==> config.mk <==
export PLATFORM = sky130hd
export DESIGN_NAME = ae_sq_step
export DESIGN_NICKNAME = d
export VERILOG_FILES = /design/src/rtl/ae_pkg.sv /design/src/rtl/ae_sq_step.sv
export SDC_FILE = /design/constraint.sdc
export NUM_CORES = 2
export LEC_CHECK = 0
export ABC_AREA = 1
export BUFFER_PORTS_ARGS = -buffer_cell sky130_fd_sc_hd__buf_2
export CAP_MARGIN = 5
export CORE_MARGIN = 2
export CORE_UTILIZATION = 50
export CTS_CLUSTER_DIAMETER = 80
export DETAILED_ROUTE_END_ITERATION = 6
export PLACE_DENSITY = 0.76
export SLEW_MARGIN = 25
export SYNTH_ARGS = -nofsm -noshare
export SYNTH_HDL_FRONTEND = slang
export SYNTH_SLANG_ARGS = --single-unit
==> constraint.sdc <==
create_clock -name clk -period 1.1 [get_ports clk]
set_clock_uncertainty 0.2 [all_clocks]
set_input_delay 0.22 -clock clk [delete_from_list [all_inputs] [get_ports clk]]
set_output_delay 0.22 -clock clk [all_outputs]
set_load 0.005 [all_outputs]
==> src/rtl/ae_pkg.sv <==
package ae_pkg;

	localparam int ROOT_STEPS = 32;
	localparam int LOG_STEPS  = 30;
	localparam logic [28:0] LN2_Q29 = 29'd372130559;

	typedef struct packed {
		logic signed [31:0] x_value;
		logic               last_in;
	} in_t;

	typedef struct packed {
		logic signed [20:0] y_value;
		logic               last_out;
	} out_t;

	// sideband that rides along every stage
	typedef struct packed {
		logic valid;
		logic last;
		logic neg;
	} ctrl_t;

endpackage

==> src/rtl/ae_sq_step.sv <==
module ae_sq_step #(
	parameter int STEP = 0
) (
	input  logic          clk,
	input  logic          arst_n,
	input  logic          en,
	input  ae_pkg::ctrl_t ctrl_in,
	input  logic [30:0]   z_in,
	input  logic [29:0]   frac_in,
	input  logic [5:0]    e_in,
	output ae_pkg::ctrl_t ctrl_out,
	output logic [30:0]   z_out,
	output logic [29:0]   frac_out,
	output logic [5:0]    e_out
);
	import ae_pkg::*;

	localparam int FB = 29 - STEP;

	logic [61:0] zz;
	logic [31:0] t;
	logic [29:0] frac_nx;

	always_comb begin
		zz = z_in * z_in;
		t  = zz[61:30];
		frac_nx = frac_in;
		frac_nx[FB] = t[31];
	end

	always_ff @(posedge clk or negedge arst_n) begin
		if (!arst_n) begin
			ctrl_out <= '0;
		end else if (en) begin
			ctrl_out <= ctrl_in;
		end
	end

	always_ff @(posedge clk) begin
		if (en) begin
			z_out    <= t[31] ? t[31:1] : t[30:0];
			frac_out <= frac_nx;
			e_out    <= e_in;
		end
	end

endmodule

==> tab_implementation.tex <==
\begin{tabular}{lr}
\hline
Metric & Value \\
\hline
\multicolumn{2}{l}{\textbf{Layout}} \\
\quad Filler cell count & 5143 \\
\quad Number of inserted diodes & 0 \\
\quad Final net count & 5600 \\
\quad Non-filler cells, final & 5362 \\
\quad Fraction of final layout cells with drive strength greater than 1 & 20.8\% \\
\quad Syn-to-layout area delta & 23.8\% \\
\multicolumn{2}{l}{\textbf{Floorplan}} \\
\quad Die Height & 256 µm \\
\quad IO Count & 143 \\
\quad Die area & 65400 µm² \\
\quad Horizontal extent of the die & 256 µm \\
\quad Initial core utilization & 50.4\% \\
\quad Site row count & 92 \\
\quad Placeable core area & 62900 µm² \\
\multicolumn{2}{l}{\textbf{Global route}} \\
\quad Total global-route track usage & 26.1\% \\
\quad Wire length of the first global-routing pass & 138000 µm \\
\quad Initial antenna violation count & 0 \\
\quad Maximum number of pins on one net before global-route repair & 44 \\
\quad Aggregate global routing overflow & 0 \\
\quad Number of global-route vias before repair & 28100 \\
\multicolumn{2}{l}{\textbf{Synth}} \\
\quad Synthesized area per cell & 8.08 µm² \\
\quad Async SR Flop Fraction & 4.29\% \\
\quad List of most frequent post-synthesis cells & 1328 x sky130\_fd\_sc\_hd\_\_inv\_1, 1043 x sky130\_fd\_sc\_hd\_\_nand2\_1, 747 x sky130\_fd\_sc\_hd\_\_fa\_1 \\
\quad Number of warnings printed during yosys synthesis & 0 \\
\quad EDFF count, synth & 67 \\
\quad Top cells by area, synth & sky130\_fd\_sc\_hd\_\_fa\_1 47\%, sky130\_fd\_sc\_hd\_\_inv\_1 16\%, sky130\_fd\_sc\_hd\_\_nand2\_1 12\% \\
\quad Area of the mapped netlist & 31700 µm² \\
\quad Mapped Cells & 3921 \\
\quad Post-synth net total & 5010 \\
\quad Synthesis-stage register bit count & 70 \\
\quad Post-synth cell types & 38 \\
\quad Share of synthesized area occupied by flip-flops and latches & 6.59\% \\
\quad Cell with the most instances after synthesis & sky130\_fd\_sc\_hd\_\_inv\_1 \\
\quad Ys flop type & sky130\_fd\_sc\_hd\_\_edfxtp\_1 \\
\quad Biggest area consumer among synthesized cells & sky130\_fd\_sc\_hd\_\_fa\_1 \\
\quad Top cell type's share of synthesized area & 47.2\% \\
\multicolumn{2}{l}{\textbf{Timing}} \\
\quad Highest clock frequency the design can meet & 0.149 GHz \\
\quad Unrepaired setup endpoints after global routing & yes \\
\quad Minimum period implied by the final worst setup slack & 6.70 ns \\
\quad Smallest hold slack & -0.0708 ns \\
\quad Rel. slew slack & 74.3\% \\
\quad Post-layout worst setup margin & -5.60 ns \\
\quad Transition time of the tightest slew-check pin & 0.386 ns \\
\quad Share of the clock period used by the worst path & 609\% \\
\quad Number of slew-limit violations in the final report & 0 \\
\quad Setup Viol. Count Final & 102 \\
\quad Final Hold Vio Count & 3 \\
\multicolumn{2}{l}{\textbf{Worst setup path}} \\
\quad Data arrival time at the worst-slack endpoint & 6.59 ns \\
\quad Crit path capture type & flop \\
\quad Critical path peak fanout & 7 \\
\quad Largest stage delay on the critical path & 0.54 ns \\
\quad Worst path required time & 0.99 ns \\
\quad Crit start category & input port \\
\quad Cell seen most often among critical-path stages & sky130\_fd\_sc\_hd\_\_fa\_1 \\
\quad Slowest-stage cell, CP & sky130\_fd\_sc\_hd\_\_fa\_1 \\
\quad Type of the setup path with the least slack & in2reg \\
\multicolumn{2}{l}{\textbf{Clock network}} \\
\quad Sink Count & 70 \\
\quad CTS clk-pin slew, worst paths & 0.06 ns \\
\quad Clock tree root driver cell & sky130\_fd\_sc\_hd\_\_clkbuf\_16 \\
\quad Hold-fix buffers, CTS & 36 \\
\quad Clock buffer count from CTS & 9 \\
\quad Clock tree from TritonCTS & built \\
\quad Source-to-sink clock delay at the later pin of the worst-skew pair & 0.33 ns \\
\quad H-Tree Level Count & 3 \\
\quad CTS Buffer Depth & 2 \\
\multicolumn{2}{l}{\textbf{Drt}} \\
\quad Routed length per placed instance & 15.7 µm \\
\quad Number of remaining DRC errors & 1 \\
\quad Mean number of vias per cell & 4.85 \\
\quad Detailed route wirelength on metal3 & 4690 µm \\
\quad First drt pass iteration count & 7 \\
\quad Number of violations reported at the end of detailed-routing iteration 0 & 1827 \\
\quad Antenna Nets Post-Route & 0 \\
\quad Detailed-route wire length on metal 1 & 32200 µm \\
\quad Met2 routed WL & 44000 µm \\
\quad Number of vias in the routed layout & 25992 \\
\quad WL final & 84300 µm \\
\quad Highest metal layer used by the detailed router & met4 \\
\multicolumn{2}{l}{\textbf{Place}} \\
\quad RD Place Congestion & 0.961 \\
\quad Number of input and output port buffers inserted & 141 \\
\quad Half-perimeter wire length after detailed placement & 71600 µm \\
\quad Cell count after placement & 5290 \\
\multicolumn{2}{l}{\textbf{Status}} \\
\quad Status & finished with violations \\
\quad Violations in the final reports & DRC, hold timing, setup timing \\
\multicolumn{2}{l}{\textbf{Flow run}} \\
\quad Max-cap violations & 0 \\
\multicolumn{2}{l}{\textbf{Min path}} \\
\quad Worst min-delay path category & in2reg \\
\hline
\end{tabular}
[worst paths after layout]
path                        startpoint     endpoint  slack (ns)  cells past startpoint
max                           z_in[12]    z_out[21]       -5.60                     32
min                         ctrl_in[1]  ctrl_out[1]       -0.07                      2
max reg2reg                ctrl_out[1]  ctrl_out[1]        0.12                      1
min reg2reg                ctrl_out[0]  ctrl_out[0]        0.31                      1
max in group asynchronous       arst_n  ctrl_out[2]        0.55                      2
min in group asynchronous       arst_n  ctrl_out[0]        0.03                      2
[cells in the final DEF (no fill, tap or decap), types with 5 or more instances in the layout]
master	instances
sky130_fd_sc_hd__nand2_4	25
sky130_fd_sc_hd__nand3_1	61
sky130_fd_sc_hd__nor2_2	36
sky130_fd_sc_hd__inv_1	1317
sky130_fd_sc_hd__ha_1	241
sky130_fd_sc_hd__buf_12	18
sky130_fd_sc_hd__buf_2	114
sky130_fd_sc_hd__fa_1	722
sky130_fd_sc_hd__nand3_2	6
sky130_fd_sc_hd__xnor2_1	10
sky130_fd_sc_hd__ha_4	27
sky130_fd_sc_hd__nand2_1	930
sky130_fd_sc_hd__o21ai_0	13
sky130_fd_sc_hd__fa_2	25
sky130_fd_sc_hd__edfxtp_1	67
sky130_fd_sc_hd__buf_4	464
sky130_fd_sc_hd__nand2_2	97
sky130_fd_sc_hd__nor2_4	11
sky130_fd_sc_hd__buf_6	30
sky130_fd_sc_hd__nor2_1	69
sky130_fd_sc_hd__nand4_1	16
sky130_fd_sc_hd__a21oi_2	14
sky130_fd_sc_hd__nor3_1	5
sky130_fd_sc_hd__xor2_1	20
sky130_fd_sc_hd__clkbuf_16	16
sky130_fd_sc_hd__dlygate4sd3_1	36
sky130_fd_sc_hd__o21bai_1	10
sky130_fd_sc_hd__buf_8	9
sky130_fd_sc_hd__inv_2	16
sky130_fd_sc_hd__a21oi_1	38
[through the flow]
stage          TNS [ns]  hold WS (ns)  utilization [%]  worst slack (ns)  area (µm²)
3_3_place_gp    -195.05        -0.177             58.7             -6.03       36900
2_1_floorplan   -171.80        -0.276                -             -5.38       32000
3_5_place_dp    -198.45        -0.167             58.7             -6.13       36900
4_1_cts         -186.80       -0.0717             60.1             -5.50       37800
5_1_grt         -198.00       -0.0792             62.4             -5.82       39200
6_report        -189.01       -0.0708             62.4             -5.60       39200
[layer usage]
layer  vias up  GRT usage [%]
met5         -              0
met4         0           8.89
met3       229           3.05
met2       810           47.3
met1     12827           32.3
li1      12126              -
[logic make-up after synthesis]
logic type | Yosys count | synth area share (%)
simple gates | 1278 | 15.9
mux | 3 | 0.107
xor+xnor | 31 | 0.857
fa+ha+maj | 1016 | 57.8
compound gates | 89 | 1.57
flops | 70 | 6.59
buf+inv | 1434 | 17.1
[sequential cells by signal, indices dropped and copies added, names as in the netlist]
register / count
frac_out: 30
z_out: 31
ctrl_out: 3
e_out: 6
[worst max-delay path: cells and delay by family]
kind	cells	cell delay, ns
AOI/OAI and AO/OA	2	0.41
and+or+nand+nor	11	0.87
adders and majority gates	9	4.25
buffers and inverters	10	0.81
[final cells by class]
| type | count | area [µm²] | share of cell area, % |
|---|---|---|---|
| Clock buffer | 9 | 225 | 0.574 |
| Clock inverter | 7 | 120 | 0.306 |
| Inverter | 1333 | 5000 | 12.8 |
| Multi-Input combinational cell | 2417 | 25300 | 64.5 |
| Sequential cell | 70 | 2090 | 5.32 |
| Tap cell | 846 | 1060 | 2.70 |
| Timing Repair Buffer | 680 | 5440 | 13.9 |
[what timing repair did]
item | 4_1_cts | 5_1_grt
gates cloned | 0 | 9
setup buffers | 1 | 10
hold endpoints to repair | 41 | 3
pin swaps | 8 | 70
endpoints found under the setup margin | 102 | 102
resized for setup | 58 | 302
Power is not shown: default switching activity piles up to over one toggle a cycle in this logic, so the estimate is an artifact.
