==> config.mk <==
export PLATFORM = sky130hd
export DESIGN_NAME = ae_root_step
export DESIGN_NICKNAME = d
export VERILOG_FILES = /design/src/rtl/ae_pkg.sv /design/src/rtl/ae_root_step.sv
export SDC_FILE = /design/constraint.sdc
export NUM_CORES = 1
export LEC_CHECK = 0
export ABC_AREA = 1
export BUFFER_PORTS_ARGS = -buffer_cell sky130_fd_sc_hd__buf_2
export CORE_MARGIN = 2
export CORE_UTILIZATION = 30
export CTS_CLUSTER_DIAMETER = 200
export DETAILED_ROUTE_END_ITERATION = 6
export GPL_TIMING_DRIVEN = 0
export PLACE_DENSITY = 0.51
export SLEW_MARGIN = 20
export SYNTH_ARGS = -nofsm -noshare
export SYNTH_HDL_FRONTEND = slang
export SYNTH_SLANG_ARGS = --single-unit
==> constraint.sdc <==
create_clock -name clk -period 0.89 [get_ports clk]
set_input_delay 0.089 -clock clk [delete_from_list [all_inputs] [get_ports clk]]
set_output_delay 0.089 -clock clk [all_outputs]
set_load 0.01 [all_outputs]
==> src/rtl/ae_pkg.sv <==
package ae_pkg;

	localparam int ROOT_STEPS = 32;
	localparam int LOG_STEPS  = 30;
	localparam logic [28:0] LN2_Q29 = 29'd372130559;

	typedef struct packed {
		logic signed [31:0] x_value;
		logic               last_in;
	} in_t;

	typedef struct packed {
		logic signed [20:0] y_value;
		logic               last_out;
	} out_t;

	// sideband that rides along every stage
	typedef struct packed {
		logic valid;
		logic last;
		logic neg;
	} ctrl_t;

endpackage

==> src/rtl/ae_root_step.sv <==
module ae_root_step #(
	parameter int STEP = 0
) (
	input  logic          clk,
	input  logic          arst_n,
	input  logic          en,
	input  ae_pkg::ctrl_t ctrl_in,
	input  logic [63:0]   n_in,
	input  logic [63:0]   res_in,
	input  logic [31:0]   a_in,
	input  logic [3:0]    m_in,
	output ae_pkg::ctrl_t ctrl_out,
	output logic [63:0]   n_out,
	output logic [63:0]   res_out,
	output logic [31:0]   a_out,
	output logic [3:0]    m_out
);
	import ae_pkg::*;

	localparam logic [63:0] BIT = 64'd1 << (62 - 2 * STEP);

	logic [63:0] trial;
	logic        fits;

	assign trial = res_in + BIT;
	assign fits  = (n_in >= trial);

	always_ff @(posedge clk or negedge arst_n) begin
		if (!arst_n) begin
			ctrl_out <= '0;
		end else if (en) begin
			ctrl_out <= ctrl_in;
		end
	end

	always_ff @(posedge clk) begin
		if (en) begin
			n_out   <= fits ? (n_in - trial) : n_in;
			res_out <= fits ? ((res_in >> 1) + BIT) : (res_in >> 1);
			a_out   <= a_in;
			m_out   <= m_in;
		end
	end

endmodule

==> impl_metrics.yaml, run 1 <==
sta:
  layout_setup_ws_ns: -0.931
  hold_viol_final: 0
  setup_violations: 268
  rsz0062_at_grt: "yes"
  post-route-period-util_pct: 205
  slew_violations: 0
  layout_min_cycle_time_ns: 1.82
  fin_skew_ns: 0
  tightest_slew_ns: 0.607
  fmax_mhz: 549
  max_slew_margin_pct: 59.6
  fin_setup_tns_ns: -90.58
cts:
  clk_pin_slew_ns: 0.07
  numCtsBuffers: 17
  ctsRootBufferMaster: "clkbuf_16"
  htree_levels: 4
  clkLatencyLatePin_ns: 0.48
  cts_buffer_depth: 2
  cts_tree: "done"
  clock-sinks: 167
critical_path:
  worstSetupPathType: "input port to register"
  reg2reg_depth: 2
  reg2reg_slack_ns: 0
  crit-reg2reg-launch: "ctrl_out[2]"
  end_kind: "register"
  cp_max_fo: 11
  arrival_ns: 2.05
  endpoint: "n_out[45]"
  critPathRequiredTime_ns: 1.12
  setup.worst_path.start: "n_in[0]"
  start_kind: "input port"
  r2r_end: "ctrl_out[2]"
placed_design:
  portBuffers: 336
  dpl-instance-area_sq_um: 14700
  place_hpwl_mm: 37.6
  gp_congestion: 0.900
  placed_cells: 2617
cells_and_area:
  drive_above_1_share_pct: 28.6
  fillers: 4105
  layout_commonest_cell: "nand2_1"
  fin_util_pct: 46.5
  design_area_sq_um: 18600
  stdcell_count: 2852
  area_growth_pct: 52.3
  final_nets: 2551
  diodes: 0
  mostFrequentLayoutCells: "nand2_1 (680), inv_1 (389), buf_2 (333), dlygate4sd3_1 (168), edfxtp_1 (164)"
floorplanning:
  die_height_microns: 206
  dieArea_sq_um: 42400
  boundaryPins: 337
  core_area_sq_um: 40000
  fp-row-count: 73
  start_util_pct: 30.6
  die_x_microns: 206
global_route:
  grt_util_all_layers_pct: 22.8
  gr-total-overflow: 0
  grt_pass1_vias: 12400
  grt_max_degree: 101
  grt_pass1_wl_mm: 70.6
  antenna_found_initial: 0
synthesis:
  yosysWarnings: 0
  synth_fp_nets: 1990
  yosys.cell_types.count: 33
  async_flop_share_pct: 1.80
  synthTopCellsByArea: "edfxtp_1 (40%), nand2_1 (23%), inv_1 (12%)"
  synth_top_area_share_pct: 40.3
  ys_seq_area_share_pct: 40.9
  synth_area_sq_um: 12200
  syn_inst: 1755
  syn_area_per_cell_sq_um: 6.97
  synth_edf_count: 164
  synth_top_area_cell: "edfxtp_1"
  synth_seq_cells: 167
  synth_flop_cell: "edfxtp_1"
hold_path:
  hp-class: "input port to register"
run:
  maxCapViolations: 0
run_status:
  violations: "negative setup slack"
  status: "finished with violations"
routing:
  viasPerCell: 4.40
  drc_errors: 0
  drt_wl_total_mm: 47.9
  wire_per_inst_microns: 16.8
  ant_nets: 0
  first_pass_iters: 5
  vias: 12600
  drt_iter0_markers: 791
pwr:
  fin_total_pwr_uw: 27500
  ir_drop_mv: 1.31
  power.density_nw_per_um2: 1480
  leakagePower_uw: 0.00968
-- how the worst min path moves through the flow --
stage          depth (start not counted)  slack [ns]          end    from
2_1_floorplan                          0       -0.21  ctrl_out[0]  arst_n
3_3_place_gp                           1       -0.11  ctrl_out[2]  arst_n
3_5_place_dp                           1       -0.11  ctrl_out[2]  arst_n
4_1_cts                                1        0.03    n_out[34]      en
5_1_grt                                1        0.07    n_out[34]      en
6_report                               1        0.06    n_out[34]      en
-- Yosys cell counts, types with 4 or more instances --
cell and number:
a21oi_1 42, nor3_1 7, nor2_1 114, buf_4 5, nand4_1 20, xor2_1 30
o21ai_0 7, ha_1 64, inv_2 11, edfxtp_1 164, inv_1 396, nor2_2 7
buf_2 4, nand2_2 20, nand2_1 745, nand3_2 11, nand3_1 79
-- cell families (layout without fill, tap and decap cells) --
| kind of cell | Yosys count | count (layout) | synth area share [%] |
|---|---|---|---|
| AOI/OAI and AO/OA | 52 | 52 | 2.19 |
| xor gates and xnor gates | 32 | 32 | 2.29 |
| and+or+nand+nor | 1015 | 1015 | 34.1 |
| DFF | 167 | 167 | 40.9 |
| muxes | 3 | 3 | 0.276 |
| buffers and inverters | 421 | 993 | 13.6 |
| adders and majority gates | 65 | 65 | 6.71 |
-- routing by layer --
metal / vias up / GRT usage [%] / part of all wire [%]
met2: 311 / 36.8 / 45
met3: 28 / 4.48 / 5.7
met1: 5774 / 31.0 / 47
met4: 0 / 6.45 / 1.5
li1: 6446 / - / -
met5: - / 0 / 0
-- sequential cells by signal (all words and copies together) (netlist names) --
signal / count
n_out: 64
res_out: 64
a_out: 32
m_out: 4
ctrl_out: 3
-- area by class of cell --
type,instances,area [sq um],share of cell area (%)
Inverter,408,1560,8.36
Multi-Input combinational cell,1167,6770,36.3
Sequential cell,167,5000,26.9
Clock buffer,17,425,2.28
Timing Repair Buffer,542,3850,20.7
Tap cell,525,657,3.53
Clock inverter,13,154,0.827
Buffer,13,210,1.13
-- repair_timing --
item	CTS	global route
pin swaps	26	9
endpoints found under the hold margin	170	0
buffers inserted	26	7
endpoints found under the setup margin	233	320
gates resized for setup	214	49
hold buffers	168	0
gates cloned	4	1
-- worst max-delay path, stage by stage --
cell     delay, ns
buf_8         0.09
inv_12        0.03
ha_4          0.15
fa_2          0.37
inv_2         0.08
nand3_2       0.08
nand2_4       0.10
nand2_4       0.05
nand2_4       0.10
nand2_4       0.06
nand2_4       0.07
nand2_2       0.06
nand3_2       0.08
nand2_2       0.06
nand2_4       0.10
buf_12        0.12
inv_12        0.07
buf_8         0.15
nand2_1       0.05
nand2_1       0.06
-- where the power goes --
part | internal (uW) | switching, uW | total, uW | leakage (uW)
Clock | 4350 | 3270 | 7610 | 0.000282
Sequential | 9720 | 205 | 9930 | 0.00164
Combinational | 4160 | 5820 | 9980 | 0.00776
Total | 18200 | 9290 | 27500 | 0.00968
-- stage by stage --
step / setup WS (ns) / hold slack (ns)
floorplan: -1.01 / -0.207
global placement: -2.61 / -0.114
detailed placement: -1.94 / -0.112
CTS: -0.845 / 0.0280
global route: -1.03 / 0.0662
finish: -0.931 / 0.0626
Note: power is estimated with default switching activity, not from simulation.
==> run 2: changes to the inputs <==
Settings changed: CELL_PAD_IN_SITES_DETAIL_PLACEMENT set to 1, CELL_PAD_IN_SITES_GLOBAL_PLACEMENT set to 2, CORE_UTILIZATION 30 to 29, PLACE_DENSITY 0.51 to 0.82.
==> run 2 against run 1 <==
Effect of this change: the run ends with negative hold slack, negative setup slack left; routed wire length rose by 9.2%; non-clock buffer count up 1; fmax grew 1.4%; clock skew stayed put; sequential share of layout area down 0.24 points; cell area increased by 0.92%.
==> impl_metrics.yaml, run 2 (same netlist as run 1, synthesis figures left out) <==
global_route:
  gr-total-overflow: 0
  grt_util_all_layers_pct: 24.1
  grt_max_degree: 96
  antenna_found_initial: 0
  grt_pass1_wl_mm: 79.0
  grt_pass1_vias: 13800
pwr:
  pwr-share-seq_pct: 35.9
  power.density_nw_per_um2: 1470
  ir_drop_mv: 1.46
  switching_share_pct: 36.3
  switchingPower_uw: 10100
  pwr-share-clk_pct: 27.0
  p_int_uw: 17600
  combPwrFrac_pct: 37.1
  leakagePower_uw: 0.00974
sta:
  rsz0062_at_grt: "yes"
  layout_setup_ws_ns: -0.906
  layout_min_cycle_time_ns: 1.80
  fmax_mhz: 557
  tightest_slew_ns: 0.522
  hold_viol_final: 2
  setup_violations: 233
  hold_ws_ns: -0.0104
  slew_violations: 0
  max_slew_margin_pct: 65.2
  fin_skew_ns: 0
  post-route-period-util_pct: 202
cells_and_area:
  diodes: 0
  drive_above_1_share_pct: 30.7
  design_area_sq_um: 18800
  seq_area_sq_um: 5000
  mostFrequentLayoutCells: "nand2_1 (650), inv_1 (383), buf_2 (330), dlygate4sd3_1 (167), edfxtp_1 (164)"
  final_nets: 2552
  multi_input_area_sq_um: 7010
  reg.largest.list: "n_out: 64 flops, res_out: 64 flops, a_out: 32 flops"
  fillers: 5154
  layout_commonest_cell: "nand2_1"
  area_growth_pct: 53.7
floorplanning:
  dieArea_sq_um: 43800
  die_height_microns: 209
  boundaryPins: 337
  die_x_microns: 209
  core_area_sq_um: 41800
  start_util_pct: 29.3
  fp-row-count: 75
critical_path:
  path_delay_family: "simple AND/OR/NAND/NOR gates"
  worstSetupPathType: "input port to register"
  cp.depth: 19
  reg2reg_slack_ns: 0.13
  start_kind: "input port"
  critPathRequiredTime_ns: 1.14
  end_kind: "register"
  path_buf_inv: 6
  crit_chain: "buf_8, inv_12, ha_4, fa_2, inv_2, nand3_2, nand2_4, nand2_4, nand2_4, nand2_4, nand2_4, nand2_4, nand3_2, nand2_2, nand2_4, buf_12, buf_12, buf_8, o21ai_2"
  path_common_cell: "nand2_4"
  worst_path_largest_cell_delay_ns: 0.38
  arrival_ns: 2.04
  critPathSlowestCell: "fa_2"
  reg2reg_depth: 1
  cp_max_fo: 5
routing:
  wl_met2_mm: 24.9
  routed.top_layer: "met4"
  wl_met1_mm: 24.7
  drt_iter0_markers: 536
  viasPerCell: 4.49
  drt_wl_total_mm: 52.3
  dr_wl_met3_mm: 1.87
  vias: 12900
  drc_errors: 0
  first_pass_iters: 5
  wire_per_inst_microns: 18.2
  ant_nets: 0
cts:
  ctsRootBufferMaster: "clkbuf_16"
  cts_tree: "done"
  numCtsBuffers: 17
  clkLatencyLatePin_ns: 0.49
  clock-sinks: 167
  cts_buffer_depth: 2
  htree_levels: 4
  clk_pin_slew_ns: 0.07
placed_design:
  place_hpwl_mm: 40.1
  gp_congestion: 0.876
  portBuffers: 336
  preCtsSetupSlack_ns: -1.86
  dpl-instance-area_sq_um: 14700
hold_path:
  min_path_cells: 1
  hp-class: "input port to register"
run_status:
  violations: "negative hold slack, negative setup slack"
  status: "finished with violations"
run:
  maxCapViolations: 0
==> run 2: routing by layer <==
| layer | track usage, % | up-vias |
|---|---|---|
| met5 | 0 | - |
| met4 | 6.53 | 0 |
| met3 | 3.25 | 33 |
| met2 | 41.0 | 252 |
| met1 | 32.2 | 6145 |
| li1 | - | 6457 |
==> run 2: power groups by stage <==
stage	registers [uW]	clock network [uW]	logic, uW
after global routing	10000	7890	11300
after floorplan	10600	0	4000
after global placement	10100	0	7750
after detailed placement	10100	0	7890
after CTS	9940	7760	9680
final	9940	7470	10300
==> run 2: through the flow <==
| stage | util, % | instances | setup TNS [ns] | total power, uW | hold slack, ns |
|---|---|---|---|---|---|
| final | 45.0 | 2869 | -89.12 | 27700 | -0.0104 |
| after global routing | 45.0 | 2869 | -100.63 | 29200 | 0.0127 |
| after CTS | 43.8 | 2858 | -93.88 | 27400 | -0.199 |
| after detailed placement | 35.2 | 2631 | -164.39 | 18000 | -0.109 |
| after global placement | 35.1 | 2630 | -503.87 | 17900 | -0.114 |
| after floorplan | - | 1755 | -65.40 | 14600 | -0.207 |
==> run 2: worst paths after layout <==
path | from | end
worst max-delay path | n_in[0] | n_out[0]
worst min-delay path | en | res_out[44]
worst max register to register | ctrl_out[2] | ctrl_out[2]
worst min register to register | ctrl_out[1] | ctrl_out[1]
max in group asynchronous | arst_n | ctrl_out[1]
min in group asynchronous | arst_n | ctrl_out[2]
==> run 2: repair_timing <==
item                                   in CTS  in global routing
hold buffers                              166                  1
pin swaps                                  28                 35
buffers inserted                           27                 10
setup endpoints to repair                 236                324
cloned                                      2                  2
gates resized for setup                   213                114
endpoints found under the hold margin     169                  1
==> run 2: final cells by class <==
type	count	share of cell area (%)
plain buffers	12	0.859
multi-input cells	1167	37.3
inverters	408	8.26
well taps	539	3.59
flip-flops and latches	167	26.6
clock buffers	18	2.34
clock inverters	14	0.699
repair buffers	544	20.4
==> run 3: changes to the inputs <==
Settings changed: CTS_BUF_LIST set to sky130_fd_sc_hd__clkbuf_8, RECOVER_POWER set to 100.
==> run 3 against run 2 <==
Effect of this change: the flow finishes with violations (negative setup slack); first-iteration DRC count up 3.9%; non-clock buffer count is 13 higher; routed wire length up 2.0%; clock skew did not move; die area unchanged.
==> impl_metrics.yaml, run 3 (same netlist as run 1, synthesis figures left out) <==
run_status:
  status: "finished with violations"
  violations: "negative setup slack"
floorplanning:
  boundaryPins: 337
  core_area_sq_um: 41800
  die_height_microns: 209
  fp-row-count: 75
  die_x_microns: 209
  dieArea_sq_um: 43800
  start_util_pct: 29.3
routing:
  viasPerCell: 4.50
  vias: 13000
  drc_errors: 0
  wire_per_inst_microns: 18.5
  drt_wl_total_mm: 53.3
  ant_nets: 0
  drt_iter0_markers: 557
  first_pass_iters: 4
critical_path:
  reg2reg_slack_ns: 0.13
  critPathSlowestCell: "fa_2"
  worstSetupPathType: "input port to register"
  start_kind: "input port"
  crit_chain: "buf_8, inv_12, ha_4, fa_2, inv_2, nand3_2, nand2_4, nand2_4, nand2_4, nand2_4, nand2_4, nand2_4, nand3_4, nand2_4, nand2_8, buf_6, clkinv_8, buf_8, nand2_2, nand2_2"
  critPathRequiredTime_ns: 1.21
  path_common_cell: "nand2_4"
  arrival_ns: 2.07
  cp_max_fo: 6
  r2r_end: "ctrl_out[0]"
  worst_path_largest_cell_delay_ns: 0.37
  end_kind: "register"
  reg2reg_depth: 1
  crit-reg2reg-launch: "ctrl_out[0]"
global_route:
  antenna_found_initial: 0
  grt_pass1_wl_mm: 79.6
  grt_util_all_layers_pct: 24.4
  grt_max_degree: 96
  grt_pass1_vias: 13700
  gr-total-overflow: 0
hold_path:
  hold_end: "n_out[0]"
  worstHoldStart: "res_in[0]"
  min_path_cells: 5
  hp-class: "input port to register"
pwr:
  ir_drop_mv: 1.07
  fin_total_pwr_uw: 26500
  power.density_nw_per_um2: 1390
  leakagePower_uw: 0.00971
cells_and_area:
  drive_above_1_share_pct: 31.4
  layout_commonest_cell: "nand2_1"
  area_growth_pct: 55.4
  diodes: 0
  reg.largest.list: "n_out: 64 flops, res_out: 64 flops, a_out: 32 flops"
  multi_input_area_sq_um: 7130
  fillers: 5196
  seq_area_sq_um: 5000
  design_area_sq_um: 19000
  mostFrequentLayoutCells: "nand2_1 (615), inv_1 (379), buf_2 (300), dlygate4sd3_1 (168), edfxtp_1 (164)"
  final_nets: 2566
cts:
  cts_tree: "done"
  cts_buffer_depth: 2
  clkLatencyLatePin_ns: 0.55
  clock-sinks: 167
  numCtsBuffers: 17
  htree_levels: 4
  clk_pin_slew_ns: 0.10
  ctsRootBufferMaster: "clkbuf_8"
sta:
  post-route-period-util_pct: 197
  fmax_mhz: 570
  setup_violations: 328
  slew_violations: 0
  rsz0062_at_grt: "yes"
  hold_viol_final: 0
  layout_setup_ws_ns: -0.864
  layout_min_cycle_time_ns: 1.75
  hold_ws_ns: 0.0654
  tightest_slew_ns: 1.12
  max_slew_margin_pct: 25.1
  fin_skew_ns: 0
placed_design:
  dpl-instance-area_sq_um: 14700
  gp_congestion: 0.876
  portBuffers: 336
  preCtsSetupSlack_ns: -1.86
  place_hpwl_mm: 40.1
run:
  maxCapViolations: 0
[run 3: cell count changes in the layout (fill, tap and decap cells not counted), sizes merged]
cell and change:
clkbuf +35, buf -23, clkinv +1, dlygate4sd3 +1
[run 3: layout make-up]
type	instances	area share [%]
repair inverters	1	0.0856
plain buffers	13	1.20
repair buffers	556	21.1
clock buffers	18	1.30
multi-input cells	1167	37.5
well taps	539	3.55
flip-flops and latches	167	26.3
clock inverters	14	0.691
inverters	408	8.21
[run 3: worst max-delay path: cells and delay by family]
family,cells,cell delay [ns]
adder cells (fa/ha/maj),2,0.52
buffers and inverters,6,0.58
AND/OR/NAND/NOR,12,0.87
[run 3: worst max path at each step]
stage | from | endpoint | cells past startpoint
6_report | n_in[0] | n_out[25] | 20
5_1_grt | n_in[0] | n_out[25] | 20
4_1_cts | n_in[0] | n_out[37] | 20
3_3_place_gp | en | ctrl_out[0] | 2
2_1_floorplan | n_in[0] | n_out[55] | 18
3_5_place_dp | n_in[0] | n_out[50] | 18
[run 3: timing repair]
action                     CTS  global route
pin swaps                   23            32
setup buffers               31            10
setup endpoints to repair  236           233
resized for setup          271           115
hold endpoints to repair   242            40
hold buffers               166             2
gates cloned                 6             5
[run 3: metal layers]
| metal | routed length (microns) | vias to the layer above | global-route usage (%) |
|---|---|---|---|
| met5 | 0 | - | 0 |
| met2 | 25600 | 271 | 41.4 |
| met3 | 2160 | 35 | 3.83 |
| li1 | - | 6484 | - |
| met1 | 24800 | 6180 | 32.4 |
| met4 | 704 | 0 | 6.48 |
[run 3: metrics by stage]
step	TNS [ns]	instances	utilization [%]
after floorplan	-65.40	1755	-
after CTS	-104.53	2866	44.0
final	-129.33	2883	45.5
after global routing	-153.35	2883	45.5
after global placement	-503.87	2630	35.1
after detailed placement	-164.39	2631	35.2
[run 3: power by group]
part           total [uW]  internal [uW]  switching (uW)  leakage (uW)
clock network        5580           2120            3460      0.000190
registers            9940           9710             231       0.00164
logic               11000           4610            6370       0.00789
